### config.mk
export PLATFORM = sky130hd
export DESIGN_NAME = button_press_classifier_with_power_off_unit
export DESIGN_NICKNAME = d
export VERILOG_FILES = /design/src/rtl/bpc_pkg.sv /design/src/rtl/button_press_classifier_with_power_off_unit.sv /design/src/rtl/bpc_cfg.sv /design/src/rtl/bpc_tick.sv
export VERILOG_INCLUDE_DIRS = /design/src /design/src/rtl
export SDC_FILE = /design/constraint.sdc
export NUM_CORES = 1
export LEC_CHECK = 0
export BUFFER_PORTS_ARGS = -buffer_cell sky130_fd_sc_hd__buf_2
export CORE_MARGIN = 2
export CORE_UTILIZATION = 45
export DETAILED_ROUTE_END_ITERATION = 10
export SKIP_CTS_REPAIR_TIMING = 1
export SLEW_MARGIN = 25
export SYNTH_ARGS = -nofsm -noshare
export SYNTH_HDL_FRONTEND = slang
export SYNTH_SLANG_ARGS = --single-unit
### constraint.sdc
create_clock -name clk -period 5.14 [get_ports clk]
set_clock_uncertainty 0.15 [all_clocks]
set_input_delay 0.257 -clock clk [delete_from_list [all_inputs] [get_ports clk]]
set_output_delay 0.257 -clock clk [all_outputs]
set_load 0.02 [all_outputs]
### src/rtl/button_press_classifier_with_power_off_unit_assert.svh
// ----------------------------------------------------------------------------
// button press classifier assertion macros
// concurrent checks clocked on clk, disabled while rst is high
// ----------------------------------------------------------------------------
`ifndef BUTTON_PRESS_CLASSIFIER_WITH_POWER_OFF_UNIT_ASSERT_SVH
`define BUTTON_PRESS_CLASSIFIER_WITH_POWER_OFF_UNIT_ASSERT_SVH

// same-cycle implication
`define BPC_ASSERT_IMP(label, ante, cons, msg) \
  label: assert property (@(posedge clk) disable iff (rst) (ante) |-> (cons)) \
    else $error(msg);

// next-cycle implication
`define BPC_ASSERT_NXT(label, ante, cons, msg) \
  label: assert property (@(posedge clk) disable iff (rst) (ante) |=> (cons)) \
    else $error(msg);

`endif

### src/rtl/bpc_pkg.sv
// ----------------------------------------------------------------------------
// bpc_pkg
// shared types, register map and reset values of the button press classifier
// ----------------------------------------------------------------------------
package bpc_pkg;

  localparam int unsigned HISTORY_LEN_DEF = 12;
  localparam int unsigned ADDR_W = 5;
  localparam int unsigned DATA_W = 32;

  localparam logic [2:0] REG_MAX_ON      = 3'd0;
  localparam logic [2:0] REG_LONG_PRESS  = 3'd1;
  localparam logic [2:0] REG_SHORT_MIN   = 3'd2;
  localparam logic [2:0] REG_SHORT_MAX   = 3'd3;
  localparam logic [2:0] REG_BLINK_HALF  = 3'd4;

  localparam logic [31:0] MAX_ON_DEF     = 32'd5400000;
  localparam logic [15:0] LONG_PRESS_DEF = 16'd1200;
  localparam logic [15:0] SHORT_MIN_DEF  = 16'd30;
  localparam logic [15:0] SHORT_MAX_DEF  = 16'd350;
  localparam logic [15:0] BLINK_HALF_DEF = 16'd2000;

  localparam logic [15:0] HOLD_MAX = 16'hFFFF;

  localparam logic [1:0] CAUSE_NONE    = 2'd0;
  localparam logic [1:0] CAUSE_ON_TIME = 2'd1;
  localparam logic [1:0] CAUSE_BUTTON  = 2'd2;

  typedef struct packed {
    logic [31:0] max_on_ticks;
    logic [15:0] long_press_ticks;
    logic [15:0] short_min_ticks;
    logic [15:0] short_max_ticks;
    logic [15:0] blink_half_period;
  } cfg_t;

  typedef struct packed {
    logic [31:0] elapsed;
    logic [15:0] blink;
    logic [15:0] hold;
    logic        press;
    logic        view;
    logic        led;
    logic        halted;
    logic [1:0]  cause;
  } state_t;

endpackage

### src/rtl/button_press_classifier_with_power_off_unit.sv
// path: a beat accepted goes to the input register, then to the result register
// throughput: one beat per cycle while the result is not stalled
// a stalled result holds the result register; the input register still takes one beat
// reset (rst, synchronous): empties both registers, loads default limits, sets the led, clears other state
// ----------------------------------------------------------------------------
// button_press_classifier_with_power_off_unit
// debounced button classifier with long-press and on-time power cut
// ----------------------------------------------------------------------------
`include "button_press_classifier_with_power_off_unit_assert.svh"

module button_press_classifier_with_power_off_unit #(
  parameter int unsigned HISTORY_LEN = bpc_pkg::HISTORY_LEN_DEF
) (
  input  logic                        clk,
  input  logic                        rst,
  input  logic                        in_valid,
  output logic                        in_stall,
  input  logic                        button_level,
  output logic                        out_valid,
  input  logic                        out_stall,
  output logic                        power_cut,
  output logic [1:0]                  cut_cause,
  output logic                        press_active,
  output logic [15:0]                 hold_ticks,
  output logic                        view_select,
  output logic                        led_level,
  input  logic                        psel,
  input  logic                        penable,
  input  logic                        pwrite,
  input  logic [bpc_pkg::ADDR_W-1:0]  paddr,
  input  logic [bpc_pkg::DATA_W-1:0]  pwdata,
  output logic [bpc_pkg::DATA_W-1:0]  prdata,
  output logic                        pready
);

  bpc_pkg::cfg_t           cfg;
  bpc_pkg::state_t         st;
  bpc_pkg::state_t         st_next;
  logic [HISTORY_LEN-1:0]  hist;
  logic [HISTORY_LEN-1:0]  hist_next;
  logic                    s1_valid;
  logic                    s1_level;
  logic                    res_free;
  logic                    res_load;
  logic                    in_take;

  bpc_cfg u_cfg (
    .clk     (clk),
    .rst     (rst),
    .psel    (psel),
    .penable (penable),
    .pwrite  (pwrite),
    .paddr   (paddr),
    .pwdata  (pwdata),
    .prdata  (prdata),
    .pready  (pready),
    .cfg     (cfg)
  );

  bpc_tick #(
    .HISTORY_LEN (HISTORY_LEN)
  ) u_tick (
    .cfg       (cfg),
    .st        (st),
    .hist      (hist),
    .level     (s1_level),
    .st_next   (st_next),
    .hist_next (hist_next)
  );

  assign res_free = !out_valid || !out_stall;
  assign res_load = s1_valid && res_free;
  assign in_stall = s1_valid && !res_free;
  assign in_take  = in_valid && !in_stall;

  always_ff @(posedge clk) begin
    if (rst) begin
      s1_valid <= 1'b0;
    end else if (in_take) begin
      s1_valid <= 1'b1;
    end else if (res_load) begin
      s1_valid <= 1'b0;
    end
  end

  always_ff @(posedge clk) begin
    if (in_take) begin
      s1_level <= button_level;
    end
  end

  always_ff @(posedge clk) begin
    if (rst) begin
      st.elapsed <= '0;
      st.blink   <= '0;
      st.hold    <= '0;
      st.press   <= 1'b0;
      st.view    <= 1'b0;
      st.led     <= 1'b1;
      st.halted  <= 1'b0;
      st.cause   <= bpc_pkg::CAUSE_NONE;
      hist       <= '0;
    end else if (res_load) begin
      st   <= st_next;
      hist <= hist_next;
    end
  end

  always_ff @(posedge clk) begin
    if (rst) begin
      out_valid <= 1'b0;
    end else if (res_free) begin
      out_valid <= s1_valid;
    end
  end

  always_ff @(posedge clk) begin
    if (res_load) begin
      power_cut    <= st_next.halted;
      cut_cause    <= st_next.halted ? st_next.cause : bpc_pkg::CAUSE_NONE;
      press_active <= st_next.press;
      hold_ticks   <= st_next.hold;
      view_select  <= st_next.view;
      led_level    <= st_next.led;
    end
  end

  `BPC_ASSERT_IMP(a_cause_matches_cut, out_valid, power_cut == (cut_cause != bpc_pkg::CAUSE_NONE), "cut cause disagrees with power cut")
  `BPC_ASSERT_NXT(a_cut_sticky, st.halted, st.halted, "power cut released")
  `BPC_ASSERT_NXT(a_frozen_after_cut, st.halted, $stable(st.elapsed) && $stable(st.hold), "state moved after power cut")
  `BPC_ASSERT_IMP(a_stall_only_when_full, in_stall, s1_valid && out_valid && out_stall, "input stalled with room to advance")

endmodule

### src/rtl/bpc_cfg.sv
// ----------------------------------------------------------------------------
// bpc_cfg
// apb register file holding the classifier limits
// ----------------------------------------------------------------------------
module bpc_cfg (
  input  logic                         clk,
  input  logic                         rst,
  input  logic                         psel,
  input  logic                         penable,
  input  logic                         pwrite,
  input  logic [bpc_pkg::ADDR_W-1:0]   paddr,
  input  logic [bpc_pkg::DATA_W-1:0]   pwdata,
  output logic [bpc_pkg::DATA_W-1:0]   prdata,
  output logic                         pready,
  output bpc_pkg::cfg_t                cfg
);

  logic [bpc_pkg::ADDR_W-3:0] reg_idx;
  logic                       wr_en;

  assign reg_idx = paddr[bpc_pkg::ADDR_W-1:2];
  assign wr_en   = psel && penable && pwrite;
  assign pready  = 1'b1;

  always_ff @(posedge clk) begin
    if (rst) begin
      cfg.max_on_ticks      <= bpc_pkg::MAX_ON_DEF;
      cfg.long_press_ticks  <= bpc_pkg::LONG_PRESS_DEF;
      cfg.short_min_ticks   <= bpc_pkg::SHORT_MIN_DEF;
      cfg.short_max_ticks   <= bpc_pkg::SHORT_MAX_DEF;
      cfg.blink_half_period <= bpc_pkg::BLINK_HALF_DEF;
    end else if (wr_en) begin
      unique case (reg_idx)
        bpc_pkg::REG_MAX_ON:     cfg.max_on_ticks      <= pwdata;
        bpc_pkg::REG_LONG_PRESS: cfg.long_press_ticks  <= pwdata[15:0];
        bpc_pkg::REG_SHORT_MIN:  cfg.short_min_ticks   <= pwdata[15:0];
        bpc_pkg::REG_SHORT_MAX:  cfg.short_max_ticks   <= pwdata[15:0];
        bpc_pkg::REG_BLINK_HALF: cfg.blink_half_period <= pwdata[15:0];
        default: ;
      endcase
    end
  end

  always_comb begin
    unique case (reg_idx)
      bpc_pkg::REG_MAX_ON:     prdata = cfg.max_on_ticks;
      bpc_pkg::REG_LONG_PRESS: prdata = {16'd0, cfg.long_press_ticks};
      bpc_pkg::REG_SHORT_MIN:  prdata = {16'd0, cfg.short_min_ticks};
      bpc_pkg::REG_SHORT_MAX:  prdata = {16'd0, cfg.short_max_ticks};
      bpc_pkg::REG_BLINK_HALF: prdata = {16'd0, cfg.blink_half_period};
      default:                 prdata = '0;
    endcase
  end

endmodule

### src/rtl/bpc_tick.sv
// ----------------------------------------------------------------------------
// bpc_tick
// next-state logic for one tick: window classify, hold count, view toggle, cuts, led
// ----------------------------------------------------------------------------
module bpc_tick #(
  parameter int unsigned HISTORY_LEN = bpc_pkg::HISTORY_LEN_DEF
) (
  input  bpc_pkg::cfg_t           cfg,
  input  bpc_pkg::state_t         st,
  input  logic [HISTORY_LEN-1:0]  hist,
  input  logic                    level,
  output bpc_pkg::state_t         st_next,
  output logic [HISTORY_LEN-1:0]  hist_next
);

  localparam logic [HISTORY_LEN-1:0] HIST_ALL = '1;
  localparam logic [HISTORY_LEN-1:0] HIST_TOP = {1'b1, {(HISTORY_LEN-1){1'b0}}};

  always_comb begin
    st_next   = st;
    hist_next = hist;
    if (!st.halted) begin
      st_next.elapsed = st.elapsed + 32'd1;
      st_next.blink   = st.blink + 16'd1;
      if (st_next.elapsed == cfg.max_on_ticks) begin
        st_next.halted = 1'b1;
        st_next.cause  = bpc_pkg::CAUSE_ON_TIME;
      end else begin
        hist_next = {hist[HISTORY_LEN-2:0], level};
        if (hist_next == HIST_ALL) begin
          st_next.press = 1'b0;
        end else if (hist_next == HIST_TOP) begin
          st_next.hold  = '0;
          st_next.press = 1'b1;
        end else if (hist_next == '0 && st.hold != bpc_pkg::HOLD_MAX) begin
          st_next.hold = st.hold + 16'd1;
        end
        if (st_next.hold >= cfg.long_press_ticks) begin
          st_next.hold   = '0;
          st_next.halted = 1'b1;
          st_next.cause  = bpc_pkg::CAUSE_BUTTON;
        end else begin
          if (st_next.hold > cfg.short_min_ticks && st_next.hold <= cfg.short_max_ticks
              && !st_next.press) begin
            st_next.hold = '0;
            st_next.view = ~st.view;
          end
          if (st_next.blink == cfg.blink_half_period) begin
            st_next.blink = '0;
            st_next.led   = ~st.led;
          end
        end
      end
    end
  end

endmodule

==> results of run 1 <==
## worst max-delay path, cell delays in order (launching register included)
cell,delay [ps]
edfxtp_1,440
nor4_1,320
nand4b_1,310
nor3_1,220
buf_4,200
nand3_1,110
xor2_1,150
nor2_1,490
ha_1,360
and4_1,200
a221oi_1,250
o21bai_1,100
a211oi_1,300
buf_4,240
nand4_1,210
o31ai_2,310
buf_4,220
o2bb2ai_1,70
## cells by family after synthesis
| group | after synthesis | synth area share (%) |
|---|---|---|
| adder cells (fa/ha/maj) | 48 | 4.96 |
| XOR/XNOR | 97 | 7.01 |
| buffers and inverters | 178 | 5.83 |
| multiplexers | 35 | 2.92 |
| other | 1 | 0.0309 |
| AO/OA/AOI/OAI | 345 | 17.2 |
| flip-flops | 202 | 35.3 |
| AND/OR/NAND/NOR | 652 | 26.8 |
## path summary, 6_finish.rpt
path	slack (ps)	endpoint	depth (start not counted)	from
worst min register to register	310	u_cfg.cfg[47]	2	u_cfg.cfg[47]
worst max-delay path	380	st[25]	17	s1_level
worst max register to register	380	st[25]	17	s1_level
worst min-delay path	250	u_cfg.cfg[37]	5	penable
## layout make-up
type / count / area, sq um / share of cell area [%]
Multi-Input combinational cell: 1178 / 7170 / 51.1
Sequential cell: 202 / 4270 / 30.5
Timing Repair Buffer: 166 / 1110 / 7.93
Clock buffer: 31 / 668 / 4.76
Tap cell: 341 / 427 / 3.04
Inverter: 70 / 263 / 1.87
Clock inverter: 13 / 116 / 0.829
Antenna cell: 1 / 2.50 / 0.0178
## through the flow
stage,util [%],worst slack (ps),std cells
final,52.5,377,2002
after global routing,52.5,97.7,2001
after CTS,51.1,458,1964
after detailed placement,48.1,489,1920
after global placement,48.1,483,1920
after floorplan,-,547,1558
## power by group
part / total (mW) / leakage [nW] / internal (mW) / switching (mW)
Sequential: 1.63 / 1.65 / 1.61 / 0.0180
Combinational: 0.251 / 3.28 / 0.0863 / 0.165
Clock: 1.70 / 0.386 / 1.01 / 0.687
## flip-flops by register name (all words and copies together) (netlist names)
| register | count |
|---|---|
| led_level | 1 |
| st | 70 |
| s1_valid | 1 |
| press_active | 1 |
| out_valid | 1 |
| s1_level | 1 |
| hold_ticks | 16 |
| power_cut | 1 |
| hist | 11 |
| view_select | 1 |
| u_cfg.cfg | 96 |
| cut_cause | 2 |
## placed cells by master, fill, tap and decap left out, drive strengths merged, types with 10 or more instances in the layout
cell type	n
xor2	47
edfxtp	23
nand4	47
inv	70
xnor2	50
a22oi	15
nor4	22
and2	22
nand2b	14
o211ai	22
ha	48
mux2i	32
and3	18
a21oi	141
buf	129
nor2	113
dfxtp	179
clkbuf	31
dlygate4sd3	37
nand4b	19
clkinv	10
or3	16
nand2	255
o21ai	75
and4	16
nand3	59
nor3	20
o22ai	22
## per-layer routing
metal | track usage (%) | vias up | share of wire (%)
met5 | 0 | - | 0
met4 | 8.66 | 0 | 3.4
met3 | 3.36 | 72 | 5.5
met2 | 41.1 | 329 | 45
met1 | 37.3 | 5512 | 46
li1 | - | 5694 | -
==> reports/metrics.csv, run 1 <==
stage;metric;value;unit
die;core area;26700;sq um
route;via count;11607;
route;first-iteration detailed-routing DRC count;950;
sta;final hold violation count;0;
global_route;vias in the first global route;10345;
setup_path;Worst EP arrival;5010;ps
synthesis;top-count cell post-synth;nand2_1;
place;RD Place Congestion;0.896;
power_and_ir_drop;Static Leakage;5.32;nW
layout;layout cells sized above 1;11.4;%
setup_path;Worst Setup Path Type;flop to flop;
synthesis;Synth Area per Inst;7.78;sq um
layout;Finished Cell Area;14000;sq um
clock_network;H-tree Lvls;1;
clock_network;Num CTS Buffers;24;
sta;Final Setup Violations;0;
clock_network;Sink Count;202;
sta;Peak Freq;210;MHz
place;detailed placement HPWL;27300;um
power_and_ir_drop;Peak VDD IR;0.000227;V
synthesis;post-synth top area cell;dfxtp_1;
synthesis;Yosys reg bits;202;
synthesis;post-synth cell types;77;
die;row count;60;
clock_network;clk_lat worst skew;530;ps
place;Placed Area;12900;sq um
synthesis;number of flops mapped to enable cells by yosys;23;
clock_network;TritonCTS clock tree;done;
global_route;remaining global-route overflow;0;
setup_path;crit end category;flop;
setup_path;critical path fanouts, max;10;
synthesis;Synth area leaders;dfxtp_1, nand2_1, a21oi_1;
run;maxcap violations;0;
synthesis;Synth Net Count;1651;
synthesis;Syn Std Cell Area;12100;sq um
outcome;outcome;finished clean;
sta;RSZ-0062 raised after global routing;no;
die;number of I/O pins;102;
clock_network;CTS Buffer Depth;3;
power_and_ir_drop;Final Power;3.58;mW
route;routed vias/inst;5.80;
layout;Nets;1735;
die;Starting Density;45.3;%
synthesis;Synth Flop Type;dfxtp_1;
synthesis;Yosys warnings;0;
global_route;largest net degree at the start of global routing;104;
synthesis;Post-synth ARST share;0;%
clock_network;Clock Pin Slew Worst Setup and Hold Paths;60;ps
route;DRC;0;
sta;Slew Limit Fails;0;
synthesis;Yosys top cell area share;29.6;%
route;WL final;38300;um
synthesis;post-synthesis instance total;1558;
synthesis;post-synthesis sequential area ratio;35.3;%
setup_path;Data required, critical path;5390;ps
route;drt pass-1 iters;5;
place;Port Buffers;98;
clock_network;Root Buffer;clkbuf_16;
die;die area;28300;sq um
global_route;antenna violations before repair;0;
route;DR WL/cell;19.1;um
power_and_ir_drop;power density cells;255;nW/um^2
sta;worst-margin pin slew;990;ps
route;post-detailed-route count of antenna-violating nets;0;
die;chip height;168;um
global_route;gr usage total;26.1;%
min_path;worst hold-check path type;input pin to flop;
layout;fill cell count;2628;
synthesis;synth cell count leaders;nand2_1, dfxtp_1, a21oi_1;
setup_path;critical path launch point type;flop;
die;Die X-Extent;168;um
global_route;global-route wire length before repair;58900;um
sta;Final min period;4760;ps
sta;setup_tns;0;ps
layout;synth-to-layout area growth;15.8;%
sta;final period utilization;92.7;%
sta;hold slack;253;ps
sta;relative slew slack;33.4;%
Power figures use the tool's default switching activity.
==> run 2: changes to the inputs <==
--- a/config.mk
+++ b/config.mk
@@ -6,6 +6,7 @@
 export SDC_FILE = /design/constraint.sdc
 export NUM_CORES = 1
 export LEC_CHECK = 0
+export ABC_AREA = 1
 export BUFFER_PORTS_ARGS = -buffer_cell sky130_fd_sc_hd__buf_2
 export CORE_MARGIN = 2
 export CORE_UTILIZATION = 45
==> run 2 against run 1 <==
  * The run now ends with negative hold slack left
  * Die area decreased by 3.0%
  * Area after synthesis decreased by 3.1%
  * First-iteration DRC count increased by 21%
  * Worst hold slack got worse by 270 ps
  * Worst setup slack improved by 300 ps
  * Clock power is 3% higher
  * Wire length decreased by 5.3%
  * Utilization up 0.39 points
  * Sequential share of layout area grew 0.82 points
  * Fmax is 6.7% higher
  * Via count rose by 2.0%
  * Synthesized cell count is 11% higher
  * Highest routed layer unchanged
==> reports/metrics.csv, run 2 <==
stage;metric;value;unit;change
global_route;largest net degree at the start of global routing;66;;-37%
place;Port Buffers;98;;unchanged
setup_path;CP max stage cell;edfxtp_1;;
sta;worst-margin pin slew;1060;ps;+67.5 ps
synthesis;Synth Net Count;1826;;+11%
layout;layout cells sized above 1;11.2;%;-0.19 points
global_route;global-route wire length before repair;56800;um;-3.5%
global_route;vias in the first global route;10652;;+3.0%
layout;largest registers;u_cfg.cfg (96), st (70), hold_ticks (16);;
clock_network;Sink Count;202;;unchanged
synthesis;Syn Std Cell Area;11700;sq um;-3.1%
setup_path;max incr delay on CP;400;ps;-90 ps
die;Starting Density;45.4;%;+0.096 points
sta;hold slack;-16.7;ps;-269 ps
clock_network;Clock Pin Slew Worst Setup and Hold Paths;60;ps;about the same
place;DP Cell Count;2121;;+10%
place;RD Place Congestion;0.911;;+1.8%
synthesis;XOR/XNOR Fraction of Synth Area;0.746;%;-6.3 points
min_path;worst hold-check path type;input pin to flop;;
route;drt pass-1 iters;5;;unchanged
setup_path;crit end category;flop;;
layout;Nets;1941;;+12%
global_route;gr usage total;26.4;%;+0.21 points
clock_network;clk_lat worst skew;530;ps;about the same
route;WL final;36200;um;-5.3%
setup_path;r2r endpoint;hold_ticks[11];;
clock_network;Num CTS Buffers;25;;+4.2%
synthesis;Synth Area in Adders;5.12;%;+0.16 points
route;post-detailed-route count of antenna-violating nets;0;;unchanged
layout;Non-Filler Instances;2202;;+10%
synthesis;mux cell area share after synthesis;0;%;-2.9 points
layout;register area;4270;sq um;unchanged
die;number of I/O pins;102;;unchanged
sta;Slew Limit Fails;0;;unchanged
setup_path;number of cells on the worst reg-to-reg path;28;;+11
sta;final period utilization;86.8;%;-5.8 points
die;chip height;166;um;-1.5%
place;detailed placement HPWL;26600;um;-2.4%
layout;fin util;52.9;%;+0.39 points
setup_path;worst reg2reg startpoint;s1_level;;
outcome;outcome;finished, violations left;;
sta;setup_tns;0;ps;unchanged
layout;synth-to-layout area growth;16.4;%;
clock_network;TritonCTS clock tree;done;;
outcome;violated checks;negative hold slack;;
layout;leading cell type in the layout, fill and taps excluded;nand2_1;;
global_route;remaining global-route overflow;0;;unchanged
sta;RSZ-0062 raised after global routing;no;;
layout;most flop-heavy register;u_cfg.cfg;;
die;Die X-Extent;166;um;-1.5%
layout;fill cell count;2597;;-1.2%
setup_path;Worst EP arrival;4680;ps;-330 ps
synthesis;largest family of logic cells by synthesized area;simple AND/OR/NAND/NOR gates;;
min_path;Hold Path End;u_cfg.cfg[94];;
layout;multi-input logic area;6290;sq um;-12%
die;core area;25800;sq um;-3.3%
setup_path;Data required, critical path;5350;ps;-40 ps
setup_path;cell mode on critical path;nor2_1;;
synthesis;Yosys top cell area share;30.5;%;+0.95 points
setup_path;critical path fanouts, max;15;;+5
sta;Final Setup Violations;0;;unchanged
synthesis;number of flops mapped to enable cells by yosys;23;;unchanged
synthesis;Yosys reg bits;202;;unchanged
power_and_ir_drop;Peak VDD IR;0.000287;V;+27%
synthesis;post-synth cell types;52;;-32%
synthesis;top-count cell post-synth;nand2_1;;
setup_path;critical path launch point type;flop;;
sta;Peak Freq;224;MHz;+6.7%
synthesis;post-synth top area cell;dfxtp_1;;
power_and_ir_drop;Static Leakage;5.86;nW;+10%
min_path;critical hold path startpoint;pwdata[30];;
die;row count;59;;-1.7%
synthesis;Yosys warnings;0;;unchanged
route;first-iteration detailed-routing DRC count;1150;;+21%
run;maxcap violations;0;;unchanged
synthesis;post-synthesis sequential area ratio;36.4;%;+1.1 points
route;DRC;0;;unchanged
layout;most frequent cells in the layout;nand2_1, inv_1, a21oi_1;;
clock_network;CTS Buffer Depth;3;;unchanged
global_route;antenna violations before repair;1;;+1
route;DR WL/cell;16.5;um;-14%
layout;max FFs per register;96;;unchanged
die;die area;27400;sq um;-3.0%
sta;relative slew slack;29.4;%;-4.0 points
sta;final hold violation count;1;;+1
synthesis;post-synthesis instance total;1733;;+11%
synthesis;Synth area leaders;dfxtp_1, nand2_1, a21oi_1;;
synthesis;synth cell count leaders;nand2_1, inv_1, a21oi_1;;
layout;# diodes;0;;-1
synthesis;Synth Area per Inst;6.77;sq um;-13%
route;routed vias/inst;5.38;;-7.3%
setup_path;Worst Setup Path Type;flop to flop;;
route;via count;11837;;+2.0%
min_path;worst hold path depth;3;;-2
power_and_ir_drop;power density cells;282;nW/um^2;+11%
clock_network;Root Buffer;clkbuf_16;;
synthesis;simple-gate portion of the synthesized area;27.6;%;+0.79 points
clock_network;H-tree Lvls;1;;unchanged
synthesis;Post-synth ARST share;0;%;unchanged
sta;Final min period;4460;ps;-299 ps
setup_path;FF-to-FF setup slack;680;ps;+300 ps
synthesis;compound-gate portion of the synthesized area;20.0;%;+2.8 points
synthesis;Synth Flop Type;dfxtp_1;;
[run 2: cell count changes after synthesis, sizes merged, moves of 21 or more]
cell / delta
inv: +161
nand2: +143
o21ai: +112
nor2: +52
xnor2: -48
a21oi: +47
nand3: +41
xor2: -39
mux2i: -32
clkbuf: -30
and2: -21
[run 2: logic make-up (layout without fill, tap and decap cells)]
| family | Yosys count | count (layout) |
|---|---|---|
| simple gates | 738 | 738 |
| compound gates | 436 | 436 |
| buf+inv | 298 | 432 |
| flops | 202 | 202 |
| fa+ha+maj | 48 | 48 |
| xor+xnor | 10 | 10 |
| other cells | 1 | 1 |
[run 2: stage by stage]
step	total power [mW]	setup slack, ps	cell area, sq um
floorplan	1.98	1280	11700
finish	3.86	676	13700
global route	4.00	116	13700
detailed placement	2.11	655	12500
global placement	2.10	728	12500
CTS	3.85	644	13300
[run 2: worst max-delay path by stage]
| stage | from | slack (ps) | to | cells after the start |
|---|---|---|---|---|
| finish | s1_level | 680 | hold_ticks[11] | 28 |
| global route | s1_level | 120 | hold_ticks[9] | 28 |
| CTS | s1_level | 640 | hold_ticks[9] | 27 |
| detailed placement | s1_level | 660 | hold_ticks[12] | 27 |
| global placement | s1_level | 730 | hold_ticks[0] | 27 |
| floorplan | s1_level | 1280 | hold_ticks[7] | 27 |
[run 2: layout make-up]
class                   instances  share of cell area [%]
well taps                     335                    3.07
repair buffers                152                    7.27
inverters                     234                    6.45
clock inverters                10                   0.732
multi-input cells            1233                    46.0
clock buffers                  36                    5.17
flip-flops and latches        202                    31.3
[run 2: worst max-delay path: cells and delay by family (launching register included)]
kind | cells | cell delay, ps
AOI/OAI and AO/OA | 4 | 600
adders and majority gates | 1 | 120
and+or+nand+nor | 19 | 2480
DFF | 1 | 400
buffers and inverters | 4 | 550
[run 2: metal layers]
layer	global-route usage (%)	share of wire, %	vias to the layer above
li1	-	-	5997
met4	6.00	1.7	0
met5	0	0	-
met2	39.8	42	336
met1	38.8	49	5462
met3	4.97	7.2	42
[run 2: power breakdown]
group	total (mW)	switching, mW	leakage [nW]	internal (mW)
sequential	1.69	0.0423	1.68	1.64
combinational	0.422	0.280	3.78	0.141
clock	1.75	0.702	0.398	1.05
total	3.86	1.02	5.86	2.84
